File: config.mk
export PLATFORM = sky130hd
export DESIGN_NAME = rgb_led_chain_serializer_flat
export DESIGN_NICKNAME = d
export VERILOG_FILES = /design/src/rtl/rlcs_pkg.sv /design/src/rtl/rlcs_in_if.sv /design/src/rtl/rlcs_out_if.sv /design/src/rtl/rlcs_cfg_if.sv /design/src/rtl/rlcs_front.sv /design/src/rtl/rlcs_queue.sv /design/src/rtl/rlcs_back.sv /design/src/rtl/rgb_led_chain_serializer.sv /design/src/flat_wrapper.sv
export VERILOG_INCLUDE_DIRS = /design/src /design/src/rtl
export SDC_FILE = /design/constraint.sdc
export NUM_CORES = 1
export LEC_CHECK = 0
export BUFFER_PORTS_ARGS = -buffer_cell sky130_fd_sc_hd__buf_2
export CORE_MARGIN = 10
export CORE_UTILIZATION = 60
export DETAILED_ROUTE_END_ITERATION = 8
export GPL_TIMING_DRIVEN = 0
export PLACE_DENSITY = 0.77
export SYNTH_ARGS = -nofsm -noshare
export SYNTH_HDL_FRONTEND = slang
export SYNTH_SLANG_ARGS = --single-unit
File: constraint.sdc
create_clock -name clk -period 8.19 [get_ports clk]
set_input_delay 0.819 -clock clk [delete_from_list [all_inputs] [get_ports clk]]
set_output_delay 0.819 -clock clk [all_outputs]
set_load 0.02 [all_outputs]
File: src/rtl/rgb_led_chain_serializer_defines.svh
// assertion macros for the led chain serializer
// expects clk and arst_n in the scope of each use
`ifndef RGB_LED_CHAIN_SERIALIZER_DEFINES_SVH
`define RGB_LED_CHAIN_SERIALIZER_DEFINES_SVH

// same-cycle implication
`define RLCS_ASSERT_IMP(name, ante, cons, msg) \
	name: assert property (@(posedge clk) disable iff (!arst_n) (ante) |-> (cons)) \
		else $error(msg);

// next-cycle implication
`define RLCS_ASSERT_NXT(name, ante, cons, msg) \
	name: assert property (@(posedge clk) disable iff (!arst_n) (ante) |=> (cons)) \
		else $error(msg);

`endif

File: src/rtl/rlcs_pkg.sv
// shared types and constants for the led chain serializer
// no dependencies
`default_nettype none

package rlcs_pkg;

	localparam int OP_W        = 2;
	localparam int LED_IDX_W   = 4;
	localparam int COLOR_W     = 8;
	localparam int WORD_W      = 24;
	localparam int TIMER_W     = 16;
	localparam int BIT_CNT_W   = 5;
	localparam int CFG_IDX_W   = 3;
	localparam int CFG_DATA_W  = 16;
	localparam int BITS_PER_LED = 24;
	localparam int LED_ADDR_SPAN = 2 ** LED_IDX_W;

	// queue depth must be a power of two
	localparam int QUEUE_DEPTH = 2;
	localparam int QUEUE_PTR_W = $clog2(QUEUE_DEPTH);
	localparam int QUEUE_CNT_W = $clog2(QUEUE_DEPTH + 1);

	localparam logic [BIT_CNT_W-1:0] BIT_LAST = BIT_CNT_W'(BITS_PER_LED - 1);

	// configuration register indexes
	localparam logic [CFG_IDX_W-1:0] REG_ZERO_HIGH = CFG_IDX_W'(0);
	localparam logic [CFG_IDX_W-1:0] REG_ZERO_LOW  = CFG_IDX_W'(1);
	localparam logic [CFG_IDX_W-1:0] REG_ONE_HIGH  = CFG_IDX_W'(2);
	localparam logic [CFG_IDX_W-1:0] REG_ONE_LOW   = CFG_IDX_W'(3);
	localparam logic [CFG_IDX_W-1:0] REG_LATCH     = CFG_IDX_W'(4);

	typedef enum logic [OP_W-1:0] {
		OP_WRITE = 2'd0,
		OP_START = 2'd1,
		OP_TICK  = 2'd2
	} op_t;

	typedef enum logic [1:0] {
		CMD_WRITE,
		CMD_START,
		CMD_TICK,
		CMD_NOP
	} cmd_kind_t;

	typedef enum logic [1:0] {
		PH_IDLE,
		PH_HIGH,
		PH_LOW,
		PH_LATCH
	} phase_t;

	typedef struct packed {
		cmd_kind_t              kind;
		logic [LED_IDX_W-1:0]   idx;
		logic [WORD_W-1:0]      word;
	} cmd_t;

	typedef struct packed {
		logic [7:0]         zero_high;
		logic [7:0]         zero_low;
		logic [7:0]         one_high;
		logic [7:0]         one_low;
		logic [TIMER_W-1:0] latch;
	} cfg_regs_t;

endpackage

`default_nettype wire

File: src/rtl/rlcs_in_if.sv
// input word channel: command op and colour payload
// depends on rlcs_pkg
`default_nettype none

interface rlcs_in_if import rlcs_pkg::*; ();
	logic                 valid;
	logic                 ready;
	logic [OP_W-1:0]      op;
	logic [LED_IDX_W-1:0] led_index;
	logic [COLOR_W-1:0]   red;
	logic [COLOR_W-1:0]   green;
	logic [COLOR_W-1:0]   blue;

	modport source (output valid, op, led_index, red, green, blue, input ready);
	modport sink (input valid, op, led_index, red, green, blue, output ready);
endinterface

`default_nettype wire

File: src/rtl/rlcs_out_if.sv
// result word channel: line level and frame status
// no dependencies
`default_nettype none

interface rlcs_out_if ();
	logic valid;
	logic ready;
	logic pin_level;
	logic busy_res;
	logic frame_done;

	modport source (output valid, pin_level, busy_res, frame_done, input ready);
	modport sink (input valid, pin_level, busy_res, frame_done, output ready);
endinterface

`default_nettype wire

File: src/rtl/rlcs_cfg_if.sv
// configuration write channel: register index and data
// depends on rlcs_pkg
`default_nettype none

interface rlcs_cfg_if import rlcs_pkg::*; ();
	logic                  valid;
	logic                  ready;
	logic [CFG_IDX_W-1:0]  index;
	logic [CFG_DATA_W-1:0] data;

	modport source (output valid, index, data, input ready);
	modport sink (input valid, index, data, output ready);
endinterface

`default_nettype wire

File: src/rtl/rlcs_front.sv
// front stage: accepts input words and classifies them into commands
// depends on rlcs_pkg and rlcs_in_if
`default_nettype none

module rlcs_front import rlcs_pkg::*; #(
	parameter int NUM_LEDS = 12
) (
	input  wire logic  clk,
	input  wire logic  arst_n,
	rlcs_in_if.sink    cmd,
	input  wire logic  q_full,
	output logic       valid_s1,
	output cmd_t       cmd_s1
);

	cmd_t cmd_d;
	logic take;

	assign cmd.ready = !valid_s1 || !q_full;
	assign take      = cmd.valid && cmd.ready;

	always_comb begin
		cmd_d.idx  = cmd.led_index;
		cmd_d.word = {cmd.green, cmd.red, cmd.blue};
		case (op_t'(cmd.op))
			OP_WRITE: begin
				cmd_d.kind = (32'(cmd.led_index) < NUM_LEDS) ? CMD_WRITE : CMD_NOP;
			end
			OP_START: cmd_d.kind = CMD_START;
			OP_TICK:  cmd_d.kind = CMD_TICK;
			default:  cmd_d.kind = CMD_NOP;
		endcase
	end

	always_ff @(posedge clk or negedge arst_n) begin
		if (!arst_n) begin
			valid_s1 <= 1'b0;
		end else if (take) begin
			valid_s1 <= 1'b1;
		end else if (!q_full) begin
			valid_s1 <= 1'b0;
		end
	end

	always_ff @(posedge clk) begin
		if (take) begin
			cmd_s1 <= cmd_d;
		end
	end

endmodule

`default_nettype wire

File: src/rtl/rlcs_queue.sv
// short command queue between front and back
// depends on rlcs_pkg
`default_nettype none

module rlcs_queue import rlcs_pkg::*; (
	input  wire logic clk,
	input  wire logic arst_n,
	input  wire logic push,
	input  wire cmd_t push_cmd,
	output logic      full,
	input  wire logic pop,
	output logic      head_valid,
	output cmd_t      head
);

	cmd_t                   entry_q [QUEUE_DEPTH];
	logic [QUEUE_PTR_W-1:0] wr_ptr_q;
	logic [QUEUE_PTR_W-1:0] rd_ptr_q;
	logic [QUEUE_CNT_W-1:0] count_q;

	assign full       = (count_q == QUEUE_CNT_W'(QUEUE_DEPTH));
	assign head_valid = (count_q != '0);
	assign head       = entry_q[rd_ptr_q];

	always_ff @(posedge clk or negedge arst_n) begin
		if (!arst_n) begin
			wr_ptr_q <= '0;
			rd_ptr_q <= '0;
			count_q  <= '0;
		end else begin
			if (push) begin
				wr_ptr_q <= wr_ptr_q + 1'b1;
			end
			if (pop) begin
				rd_ptr_q <= rd_ptr_q + 1'b1;
			end
			if (push && !pop) begin
				count_q <= count_q + 1'b1;
			end else if (pop && !push) begin
				count_q <= count_q - 1'b1;
			end
		end
	end

	always_ff @(posedge clk) begin
		if (push) begin
			entry_q[wr_ptr_q] <= push_cmd;
		end
	end

endmodule

`default_nettype wire

File: src/rtl/rlcs_back.sv
// back stage: pixel store, waveform sequencer and result register
// depends on rlcs_pkg, rlcs_out_if and the assertion macro header
`default_nettype none
`include "rgb_led_chain_serializer_defines.svh"

module rlcs_back import rlcs_pkg::*; #(
	parameter int NUM_LEDS = 12
) (
	input  wire logic      clk,
	input  wire logic      arst_n,
	input  wire logic      head_valid,
	input  wire cmd_t      head,
	output logic           pop,
	input  wire cfg_regs_t cfg,
	rlcs_out_if.source     res
);

	localparam int LED_W       = (NUM_LEDS > 1) ? $clog2(NUM_LEDS) : 1;
	localparam int STORE_DEPTH = (NUM_LEDS < LED_ADDR_SPAN) ? NUM_LEDS : LED_ADDR_SPAN;
	localparam int STORE_IDX_W = (STORE_DEPTH > 1) ? $clog2(STORE_DEPTH) : 1;
	localparam logic [LED_W-1:0] LED_LAST = LED_W'(NUM_LEDS - 1);

	logic [WORD_W-1:0]    store_q [STORE_DEPTH];
	phase_t               phase_q, phase_d;
	logic [TIMER_W-1:0]   timer_q, timer_d;
	logic [BIT_CNT_W-1:0] bit_q, bit_d;
	logic [LED_W-1:0]     led_q, led_d;
	logic [WORD_W-1:0]    shift_q, shift_d;
	logic                 line_q, line_d;
	logic                 done_d;
	logic                 res_valid_q;
	logic                 res_pin_q;
	logic                 res_busy_q;
	logic                 res_done_q;

	logic                 exec;
	logic                 is_tick;
	logic                 load_word;
	logic [WORD_W-1:0]    store_rd;
	logic [WORD_W-1:0]    cur_word;
	logic [TIMER_W-1:0]   lim_raw;
	logic [TIMER_W-1:0]   lim;
	logic [TIMER_W-1:0]   timer_inc;
	logic                 tim_end;

	assign exec    = head_valid && (!res_valid_q || res.ready);
	assign pop     = exec;
	assign is_tick = exec && (head.kind == CMD_TICK);

	// each led word is fetched as its first bit begins
	assign store_rd  = (32'(led_q) < STORE_DEPTH) ? store_q[led_q[STORE_IDX_W-1:0]] : '0;
	assign load_word = (phase_q == PH_HIGH) && (timer_q == '0) && (bit_q == '0);
	assign cur_word  = load_word ? store_rd : shift_q;

	always_comb begin
		case (phase_q)
			PH_HIGH:  lim_raw = {8'h00, cur_word[WORD_W-1] ? cfg.one_high : cfg.zero_high};
			PH_LOW:   lim_raw = {8'h00, shift_q[WORD_W-1] ? cfg.one_low : cfg.zero_low};
			PH_LATCH: lim_raw = cfg.latch;
			default:  lim_raw = TIMER_W'(1);
		endcase
	end

	// a zero length acts as one tick
	assign lim       = (lim_raw == '0) ? TIMER_W'(1) : lim_raw;
	assign timer_inc = timer_q + 1'b1;
	assign tim_end   = (timer_inc >= lim);

	// next state
	always_comb begin
		phase_d = phase_q;
		timer_d = timer_q;
		bit_d   = bit_q;
		led_d   = led_q;
		shift_d = shift_q;
		if (exec) begin
			case (head.kind)
				CMD_START: begin
					if (phase_q == PH_IDLE) begin
						led_d   = '0;
						bit_d   = '0;
						timer_d = '0;
						phase_d = PH_HIGH;
					end
				end
				CMD_TICK: begin
					case (phase_q)
						PH_HIGH: begin
							shift_d = cur_word;
							timer_d = timer_inc;
							if (tim_end) begin
								timer_d = '0;
								phase_d = PH_LOW;
							end
						end
						PH_LOW: begin
							timer_d = timer_inc;
							if (tim_end) begin
								timer_d = '0;
								shift_d = {shift_q[WORD_W-2:0], 1'b0};
								phase_d = PH_HIGH;
								if (bit_q == BIT_LAST) begin
									bit_d = '0;
									if (led_q == LED_LAST) begin
										led_d   = '0;
										phase_d = PH_LATCH;
									end else begin
										led_d = led_q + 1'b1;
									end
								end else begin
									bit_d = bit_q + 1'b1;
								end
							end
						end
						PH_LATCH: begin
							timer_d = timer_inc;
							if (tim_end) begin
								timer_d = '0;
								phase_d = PH_IDLE;
							end
						end
						default: ;
					endcase
				end
				default: ;
			endcase
		end
	end

	// outputs
	always_comb begin
		line_d = line_q;
		done_d = 1'b0;
		if (is_tick) begin
			line_d = (phase_q == PH_HIGH);
			done_d = (phase_q == PH_LATCH) && tim_end;
		end
	end

	always_ff @(posedge clk or negedge arst_n) begin
		if (!arst_n) begin
			phase_q     <= PH_IDLE;
			timer_q     <= '0;
			bit_q       <= '0;
			led_q       <= '0;
			shift_q     <= '0;
			line_q      <= 1'b0;
			res_valid_q <= 1'b0;
		end else begin
			phase_q <= phase_d;
			timer_q <= timer_d;
			bit_q   <= bit_d;
			led_q   <= led_d;
			shift_q <= shift_d;
			line_q  <= line_d;
			if (exec) begin
				res_valid_q <= 1'b1;
			end else if (res.ready) begin
				res_valid_q <= 1'b0;
			end
		end
	end

	always_ff @(posedge clk) begin
		if (exec) begin
			res_pin_q  <= line_d;
			res_busy_q <= (phase_d != PH_IDLE);
			res_done_q <= done_d;
		end
	end

	// pixel store, all off after reset
	always_ff @(posedge clk or negedge arst_n) begin
		if (!arst_n) begin
			for (int i = 0; i < STORE_DEPTH; i++) begin
				store_q[i] <= '0;
			end
		end else if (exec && (head.kind == CMD_WRITE)) begin
			store_q[head.idx[STORE_IDX_W-1:0]] <= head.word;
		end
	end

	assign res.valid      = res_valid_q;
	assign res.pin_level  = res_pin_q;
	assign res.busy_res   = res_busy_q;
	assign res.frame_done = res_done_q;

	`RLCS_ASSERT_IMP(a_done_not_busy, res_valid_q && res_done_q, !res_busy_q, "frame done while busy")
	`RLCS_ASSERT_IMP(a_bit_range, phase_q == PH_HIGH || phase_q == PH_LOW, bit_q <= BIT_LAST,
		"bit counter out of range")
	`RLCS_ASSERT_IMP(a_led_range, 1'b1, 32'(led_q) < NUM_LEDS, "led counter out of range")
	`RLCS_ASSERT_NXT(a_busy_track, exec, res_busy_q == (phase_q != PH_IDLE),
		"busy result does not match phase")

endmodule

`default_nettype wire

File: src/rtl/rgb_led_chain_serializer.sv
// an accepted word passes the front register, the command queue and the result register
// throughput: one word per cycle while res.ready holds; a stalled result stops the back stage
// the two-entry command queue lets the front keep accepting while a result waits
// reset: asynchronous active low; timing registers return to defaults, all leds off,
// line register low, sequencer idle, no result pending
`default_nettype none

module rgb_led_chain_serializer import rlcs_pkg::*; #(
	parameter int NUM_LEDS = 12
) (
	input  wire logic  clk,
	input  wire logic  arst_n,
	rlcs_in_if.sink    cmd,
	rlcs_out_if.source res,
	rlcs_cfg_if.sink   cfg
);

	cfg_regs_t cfg_q;
	logic      valid_s1;
	cmd_t      cmd_s1;
	logic      q_full;
	logic      q_push;
	logic      q_pop;
	logic      head_valid;
	cmd_t      head;

	assign cfg.ready = 1'b1;

	always_ff @(posedge clk or negedge arst_n) begin
		if (!arst_n) begin
			cfg_q.zero_high <= 8'd13;
			cfg_q.zero_low  <= 8'd32;
			cfg_q.one_high  <= 8'd32;
			cfg_q.one_low   <= 8'd12;
			cfg_q.latch     <= 16'd2400;
		end else if (cfg.valid && cfg.ready) begin
			case (cfg.index)
				REG_ZERO_HIGH: cfg_q.zero_high <= cfg.data[7:0];
				REG_ZERO_LOW:  cfg_q.zero_low  <= cfg.data[7:0];
				REG_ONE_HIGH:  cfg_q.one_high  <= cfg.data[7:0];
				REG_ONE_LOW:   cfg_q.one_low   <= cfg.data[7:0];
				REG_LATCH:     cfg_q.latch     <= cfg.data[TIMER_W-1:0];
				default: ;
			endcase
		end
	end

	assign q_push = valid_s1 && !q_full;

	rlcs_front #(
		.NUM_LEDS (NUM_LEDS)
	) u_front (
		.clk      (clk),
		.arst_n   (arst_n),
		.cmd      (cmd),
		.q_full   (q_full),
		.valid_s1 (valid_s1),
		.cmd_s1   (cmd_s1)
	);

	rlcs_queue u_queue (
		.clk        (clk),
		.arst_n     (arst_n),
		.push       (q_push),
		.push_cmd   (cmd_s1),
		.full       (q_full),
		.pop        (q_pop),
		.head_valid (head_valid),
		.head       (head)
	);

	rlcs_back #(
		.NUM_LEDS (NUM_LEDS)
	) u_back (
		.clk        (clk),
		.arst_n     (arst_n),
		.head_valid (head_valid),
		.head       (head),
		.pop        (q_pop),
		.cfg        (cfg_q),
		.res        (res)
	);

endmodule

`default_nettype wire
File: src/flat_wrapper.sv
// flat-port wrapper written by rule: the top's interface ports become plain ports
module rgb_led_chain_serializer_flat import rlcs_pkg::*;
#(
	parameter int NUM_LEDS = 12
)
  (clk, arst_n, cmd_valid, cmd_op, cmd_led_index, cmd_red, cmd_green, cmd_blue, cmd_ready, res_valid, res_pin_level, res_busy_res, res_frame_done, res_ready, cfg_valid, cfg_index, cfg_data, cfg_ready);
  rlcs_in_if cmd_i ();
  rlcs_out_if res_i ();
  rlcs_cfg_if cfg_i ();
  input  wire logic clk;
  input  wire logic arst_n;
  input wire logic [$bits(cmd_i.valid)-1:0] cmd_valid;
  input wire logic [$bits(cmd_i.op)-1:0] cmd_op;
  input wire logic [$bits(cmd_i.led_index)-1:0] cmd_led_index;
  input wire logic [$bits(cmd_i.red)-1:0] cmd_red;
  input wire logic [$bits(cmd_i.green)-1:0] cmd_green;
  input wire logic [$bits(cmd_i.blue)-1:0] cmd_blue;
  output wire logic [$bits(cmd_i.ready)-1:0] cmd_ready;
  output wire logic [$bits(res_i.valid)-1:0] res_valid;
  output wire logic [$bits(res_i.pin_level)-1:0] res_pin_level;
  output wire logic [$bits(res_i.busy_res)-1:0] res_busy_res;
  output wire logic [$bits(res_i.frame_done)-1:0] res_frame_done;
  input wire logic [$bits(res_i.ready)-1:0] res_ready;
  input wire logic [$bits(cfg_i.valid)-1:0] cfg_valid;
  input wire logic [$bits(cfg_i.index)-1:0] cfg_index;
  input wire logic [$bits(cfg_i.data)-1:0] cfg_data;
  output wire logic [$bits(cfg_i.ready)-1:0] cfg_ready;
  assign cmd_i.valid = cmd_valid;
  assign cmd_i.op = cmd_op;
  assign cmd_i.led_index = cmd_led_index;
  assign cmd_i.red = cmd_red;
  assign cmd_i.green = cmd_green;
  assign cmd_i.blue = cmd_blue;
  assign cmd_ready = cmd_i.ready;
  assign res_valid = res_i.valid;
  assign res_pin_level = res_i.pin_level;
  assign res_busy_res = res_i.busy_res;
  assign res_frame_done = res_i.frame_done;
  assign res_i.ready = res_ready;
  assign cfg_i.valid = cfg_valid;
  assign cfg_i.index = cfg_index;
  assign cfg_i.data = cfg_data;
  assign cfg_ready = cfg_i.ready;
  rgb_led_chain_serializer #(.NUM_LEDS(NUM_LEDS)) u_core (.clk(clk), .arst_n(arst_n), .cmd(cmd_i), .res(res_i), .cfg(cfg_i));
endmodule
Yosys cells after proc, flatten, opt, wreduce, memory -nomap -nowiden
Memories as Yosys holds them, arrays and structs flattened. Index checks and enable logic that the tools add are counted.

Add/sub/neg operators: 7. Magnitude comparators: 6. Equal/unequal tests: 22. Multiplexer cells: 49. Bitwise operators: 2. Reduce and logical (&&, ||, !) cells: 42.

Operator list (count): 288-bit bitwise mux (1); 24-bit 2-to-1 mux (6); 24-bit binary-select mux with 4-bit select (1); 24-bit demux with 4-bit select (1); 16-bit 2-to-1 mux (4); 16-bit one-hot mux with 3 select lines (1); 24-bit one-hot mux with 2 select lines (1); 16-bit logical NOT (2); 16-bit one-hot mux with 2 select lines (1); 2-bit 2-to-1 mux (10); 4-bit 2-to-1 mux (5); 5-bit 2-to-1 mux (4); 16-bit by 1-bit adder with 16-bit output (second input constant) (1); 16-bit greater-or-equal comparator (1); 8-bit 2-to-1 mux (2); 2-bit inequality test (second input constant) (6); 2-bit one-hot mux with 3 select lines (2); 2-bit nonzero test (6); 1-bit logical AND (11); 2-bit == test (second input constant) (5); 5-bit greater-or-equal comparator (second input constant) (2); 4-bit NOT with 5-bit output (2); 5-bit one-hot mux with 2 select lines (1); 2-bit AND reduction (5); other kinds (26) (47).

Bits in registers: 427. Memory bits (writable): 60. Input port bits: 54. Output and inout port bits: 6. Word-level logic and storage cells: 164. Memories: 1.

Memories: u_core.u_queue.entry_q (words 2, bits a word 30, read ports 1, clocked after memory_dff 0, wr ports 1, line rlcs_queue.sv:16) `cmd_t entry_q [QUEUE_DEPTH];`.

Longest topological paths before layout
Depth after elaboration: 16. Gate-level depth with buffers: 22. Mapped depth without buffers: 20.

By module
A second synthesis with hierarchy kept.

Cell total of the unflattened synthesis: 1475. Area, all modules: 22250.1 µm².

By module, submodules not included: rlcs_back (times used 1, cells each 1221, area each 17011.3 µm², sequential area each 8623.3 µm²); rlcs_queue (times used 1, cells each 109, area each 2362.3 µm², sequential area each 1901.8 µm²); rgb_led_chain_serializer (times used 1, cells each 108, area each 1913.1 µm², sequential area each 1214.9 µm²); rlcs_front (times used 1, cells each 37, area each 963.4 µm², sequential area each 925.9 µm²).

Worst setup path after synthesis
No wires, ideal clock.

Kind: reg-to-reg. From: reg u_core.u_back.timer_q[3]. To: reg u_core.u_back.timer_q[10]. Library setup time: 0.066 ns. Data arrival time: 4.673 ns. Required time: 8.124 ns. Setup slack: 3.451 ns. Cell stages (with the launch flop): 20. Path buffers: 2. Period minus slack after synthesis: 4.739 ns. Cells stage by stage: dfrtp_1 or4_4 nor4_4 mux2i_4 mux2i_1 nor2_1 a211oi_1 nand4_1 o21ai_1 ha_1 nand2b_1 a21o_1 a21oi_1 o31ai_1 a221oi_1 o21ai_1 clkbuf_1 nor3_2 clkbuf_1 a22o_1.

Longest elaborated chain between the ends: 12. Elaborated cells on any way between the ends: 13. Those cells by class: add/sub: 1; order compare: 1; mux: 7; reduce/logical: 4.

RTL lines: start: declaration (line rlcs_back.sv:25) `logic [TIMER_W-1:0] timer_q, timer_d;`; start signal: assignment (line rlcs_back.sv:151) `timer_q <= timer_d;`; 16-bit logical NOT (line rlcs_back.sv:52) `assign load_word = (phase_q == PH_HIGH) && (timer_q == '0) && (bit_q == '0);`; 1-bit logical AND (2 in series) (line rlcs_back.sv:52); 24-bit 2-to-1 mux (line rlcs_back.sv:53) `assign cur_word = load_word ? store_rd : shift_q;`; 8-bit 2-to-1 mux (line rlcs_back.sv:57) `PH_HIGH: lim_raw = {8'h00, cur_word[WORD_W-1] ? cfg.one_high : cfg.zero_high};`; 16-bit one-hot mux with 3 select lines (line rlcs_back.sv:56) `case (phase_q)`; 16-bit logical NOT (line rlcs_back.sv:65) `assign lim = (lim_raw == '0) ? TIMER_W'(1) : lim_raw;`; 16-bit 2-to-1 mux (line rlcs_back.sv:65); 16-bit greater-or-equal comparator (line rlcs_back.sv:67) `assign tim_end = (timer_inc >= lim);`; 16-bit 2-to-1 mux * (line rlcs_back.sv:91, rlcs_back.sv:98, rlcs_back.sv:117); 16-bit 2-to-1 mux *; 16-bit one-hot mux with 2 select lines * (line rlcs_back.sv:77) `case (head.kind)`.

Every way passes the cells marked *; elsewhere a longest branch is shown, timed or not. The select of a mux whose other input is x is not followed. A chain may end at the register's enable or synchronous reset.

Worst setup path after layout
From: reg u_core.u_back.timer_q[2]. To: reg u_core.u_back.timer_q[2].

Same word-level chain as after synthesis.

==> qor.txt <==
====================================================================================================
TritonCTS clock tree                                                                             yes
Final std cell area, no fill                                                              23800 um^2
Sequential element share of the synthesized area                                               0.599
Later-pin clock latency in the skew report                                                   0.61 ns
Number of antenna violations at the first check in global routing                                  0
Length in cells of the worst reg-to-reg path                                                      20
Maximum number of pins on one net before global-route repair                                     124
Highest Clock Rate                                                                           161 MHz
Clock Skews                                                                                0.0316 ns
Number of port buffers                                                                            57
CTS sink cnt                                                                                     487
Post-synthesis area per instance                                                           11.9 um^2
Synth Cell Area                                                                           21200 um^2
1st-pass router iterations                                                                         5
Vertical die dimension                                                                        208 um
WL final                                                                                     52.6 mm
Most instantiated flip-flop cell in the synthesis netlist                               sky130_fd_sc_hd__dfrtp_1
Growth of design area from synthesis to finish                                                 12.5%
Total gr overflow                                                                                  0
Largest stage delay on the critical path                                                     0.70 ns
Slew at the pin closest to its max-slew limit                                                1.36 ns
Fin. Hold Viols                                                                                    0
Clock-pin slew reported for the worst setup and hold paths after clock tree synthesis        0.06 ns
Minimum clock period after layout                                                            6.20 ns
Post-detailed-route wirelength per cell                                                      22.0 um
Required time of the critical path                                                           8.71 ns
DRC violation count after routing                                                                  0
Synth Register Bits                                                                              487
Element type at the critical path end                                                       register
Crit Path Class                                                                           reg -> reg
Static leakage                                                                             0.0101 uW
Final count of pins violating max slew                                                             0
Status                                                                                     completed
CTS HTree Levels                                                                                   2
CTS Root Cell                                                                           sky130_fd_sc_hd__clkbuf_16
Total number of yosys warnings                                                                     0
Half-perimeter wire length after placement                                                   35.6 mm
Crit-path slowest cell                                                                  sky130_fd_sc_hd__nor4_4
Top Family by Delay on Critical Path                                                    simple AND/OR/NAND/NOR gates
Final nets                                                                                      1975
Cell accounting for the most synthesized area                                           sky130_fd_sc_hd__dfrtp_1
Fraction of final layout cells sized beyond drive strength 1                                   0.161
Total die area                                                                            43200 um^2
Number of cells on the critical path                                                              20
Commonest non-fill, non-tap cells in the layout                                         383 x sky130_fd_sc_hd__dfrtp_1, 322 x sky130_fd_sc_hd__nor2_1, 309 x sky130_fd_sc_hd__a21oi_1
Effective utilization at floorplan                                                             0.611
Core ar.                                                                                  34600 um^2
Leading cell type in the layout, fill and taps excluded                                 sky130_fd_sc_hd__dfrtp_1
Placer Congestion                                                                              0.918
Power per cell area                                                                      364 nW/um^2
Cell-by-cell listing of the critical path                                               nor4_1 > nand2_1 > nor4_4 > mux2i_4 > mux2i_1 > nor2_1 > a21oi_1 > nand4_1 > o21ai_1 > ha_1 > nand2b_1 > a21o_1 > a21oi_1 > o31ai_1 > a221oi_1 > o21ai_1 > clkbuf_1 > nor3_2 > clkbuf_1 > a22o_1
Width of the die                                                                              208 um
Worst Path Buf+Inv                                                                                 2
Fin crit share                                                                                 0.757
Number of vias per cell after detailed routing                                                  6.18
Count of boundary I/O pins                                                                        60
Number of cells produced by synthesis                                                           1784
First-pass GRT wire length                                                                   83.8 mm
Largest voltage drop on the vdd net                                                         0.229 mV
Distinct cell type count of the synthesized netlist                                               58
Count of endpoints failing setup in the final report                                               0
Maximum fanout along the worst path                                                               10
CTS Hold Buffers Added                                                                             0
Crit start category                                                                         register
EDFF count, synth                                                                                 93
Setup repair after global routing missed its margin                                            false
Share of async-settable or async-resettable flops after synthesis                              0.809
Power, Total                                                                                 8660 uW
Num rows                                                                                          68
Synth area leaders                                                                      sky130_fd_sc_hd__dfrtp_1 45%, sky130_fd_sc_hd__edfxtp_1 13%, sky130_fd_sc_hd__mux4_2 7.6%
Cts bufs inserted                                                                                 49
Count of routing violations after the opening detailed-route iteration                          1439
Signal arrival time at the worst endpoint                                                    6.72 ns
Setup Fix Bufs, Post-CTS                                                                           0
Antenna diode count                                                                                0
Count of instances resized after the clock tree is built                                           0
Placed cell area                                                                          22100 um^2
Max-capacitance violation count                                                                    0
Number of vias in the routed layout                                                            14784
Number of antenna-violating nets in the routed design                                              0
Number of buffers on the longest clock path                                                        3
Type of the worst min-delay path                                                         in -> async
Flop2flop setup slack                                                                        1.99 ns
Fraction of post-synthesis cell area in the top cell type by area                              0.453
Vias in the first global route                                                                 15442
Overall track demand over capacity in global routing                                           0.241
Final Hold Slack                                                                            0.143 ns
Relative slew slack                                                                           0.0870
Syn_nets                                                                                        1863
====================================================================================================
==> cell type report <==
type / instances / area (um^2)
inverter: 15 / 56.3
clock inverter: 26 / 312
multi-input combinational: 1143 / 7910
sequential: 487 / 12700
buffer: 139 / 533
clock buffer: 65 / 1380
tap: 455 / 569
timing repair buffer: 61 / 385
fill: 2416 / 10800
==> sequential cells by signal, indices dropped and copies added (netlist names), 2 cells and up <==
signal and count:
u_core.u_queue.count_q 2, u_core.u_back.timer_q 16, u_core.u_queue.entry_q 60, u_core.u_back.store_q 288, u_core.u_back.shift_q 24, u_core.u_back.phase_q 2, u_core.u_back.bit_q 5, u_core.cfg_q 48
u_core.u_back.led_q 4, u_core.u_front.cmd_s1 30
==> report_power, final <==
part	internal, uW	switching [uW]
sequential	3380	455
combinational	1010	1480
clock	1380	959
total	5760	2900
==> routing by layer <==
| metal | vias to the layer above | routed length, um | track usage |
|---|---|---|---|
| li1 | 6580 | - | - |
| met1 | 7426 | 20400 | 0.300 |
| met2 | 631 | 26500 | 0.404 |
| met3 | 147 | 3350 | 0.0360 |
| met4 | 0 | 2370 | 0.124 |
| met5 | - | 0 | 0 |
==> logic make-up (layout without fill, tap and decap cells) <==
group                      count (synthesis)  after routing  share of synthesized area
muxes                                    214            214                      0.148
and+or+nand+nor                          454            454                     0.0897
other                                      1              1                   0.000177
xor gates and xnor gates                  19             19                    0.00787
AOI/OAI and AO/OA                        430            430                      0.113
adders and majority gates                 25             25                     0.0148
DFF                                      487            487                      0.599
buffers and inverters                    154            306                     0.0279
==> cells in the mapped netlist, types with 3 or more instances <==
| cell type | n |
|---|---|
| sky130_fd_sc_hd__buf_2 | 6 |
| sky130_fd_sc_hd__nand4_1 | 5 |
| sky130_fd_sc_hd__ha_1 | 25 |
| sky130_fd_sc_hd__a22o_1 | 38 |
| sky130_fd_sc_hd__dfrtp_1 | 383 |
| sky130_fd_sc_hd__and2_1 | 4 |
| sky130_fd_sc_hd__a21o_1 | 6 |
| sky130_fd_sc_hd__xor2_1 | 8 |
| sky130_fd_sc_hd__dfstp_2 | 11 |
| sky130_fd_sc_hd__buf_1 | 17 |
| sky130_fd_sc_hd__o31ai_1 | 6 |
| sky130_fd_sc_hd__and3_1 | 8 |
| sky130_fd_sc_hd__nand2b_1 | 9 |
| sky130_fd_sc_hd__clkbuf_1 | 115 |
| sky130_fd_sc_hd__nand3_1 | 15 |
| sky130_fd_sc_hd__nor3_1 | 3 |
| sky130_fd_sc_hd__nand2_1 | 63 |
| sky130_fd_sc_hd__a21oi_1 | 309 |
| sky130_fd_sc_hd__a31oi_1 | 6 |
| sky130_fd_sc_hd__mux2_2 | 73 |
| sky130_fd_sc_hd__nor4_1 | 3 |
| sky130_fd_sc_hd__inv_1 | 13 |
| sky130_fd_sc_hd__and4_1 | 3 |
| sky130_fd_sc_hd__o21ai_1 | 3 |
| sky130_fd_sc_hd__mux4_2 | 71 |
| sky130_fd_sc_hd__nor2b_1 | 5 |
| sky130_fd_sc_hd__mux2i_1 | 69 |
| sky130_fd_sc_hd__edfxtp_1 | 93 |
| sky130_fd_sc_hd__xnor2_1 | 11 |
| sky130_fd_sc_hd__nor2_1 | 323 |
| sky130_fd_sc_hd__a32oi_1 | 3 |
| sky130_fd_sc_hd__o21ai_0 | 44 |
==> worst register-to-register path: stages, from the launching register on <==
cell                       delay (ns)
sky130_fd_sc_hd__dfrtp_1         0.45
sky130_fd_sc_hd__nor4_1          0.30
sky130_fd_sc_hd__nand2_1         0.14
sky130_fd_sc_hd__nor4_4          0.70
sky130_fd_sc_hd__mux2i_4         0.63
sky130_fd_sc_hd__mux2i_1         0.25
sky130_fd_sc_hd__nor2_1          0.05
sky130_fd_sc_hd__a21oi_1         0.31
sky130_fd_sc_hd__nand4_1         0.15
sky130_fd_sc_hd__o21ai_1         0.16
sky130_fd_sc_hd__ha_1            0.24
sky130_fd_sc_hd__nand2b_1        0.14
sky130_fd_sc_hd__a21o_1          0.18
sky130_fd_sc_hd__a21oi_1         0.16
sky130_fd_sc_hd__o31ai_1         0.13
sky130_fd_sc_hd__a221oi_1        0.36
sky130_fd_sc_hd__o21ai_1         0.21
sky130_fd_sc_hd__clkbuf_1        0.30
sky130_fd_sc_hd__nor3_2          0.64
sky130_fd_sc_hd__clkbuf_1        0.44
sky130_fd_sc_hd__a22o_1          0.21
==> final timing paths <==
kind / startpoint / end
setup / recovery: u_core.u_back.timer_q[2]$_DFFE_PN0P_ / u_core.u_back.timer_q[2]$_DFFE_PN0P_
hold / removal: arst_n / u_core.u_back.timer_q[5]$_DFFE_PN0P_
setup reg to reg: u_core.u_back.timer_q[2]$_DFFE_PN0P_ / u_core.u_back.timer_q[2]$_DFFE_PN0P_
hold reg to reg: u_core.u_front.cmd_s1[9]$_DFFE_PP_ / u_core.u_queue.entry_q[0][9]$_DFFE_PP_
max in group asynchronous: arst_n / u_core.u_back.store_q[82]$_DFFE_PN0P_
min in group clk: cmd_green[2] / u_core.u_front.cmd_s1[18]$_DFFE_PP_
==> per-stage QoR <==
stage | utilization | setup WS [ns] | cells | TNS (ns)
after detailed placement | 0.639 | 2.08 | 2299 | 0
after floorplan | - | 3.45 | 1784 | 0
final | 0.688 | 1.99 | 2391 | 0
after global routing | 0.688 | 1.59 | 2391 | 0
after global placement | 0.636 | -1.14 | 2296 | -414.51
after CTS | 0.687 | 2.04 | 2390 | 0
Power figures use the tool's default switching activity.
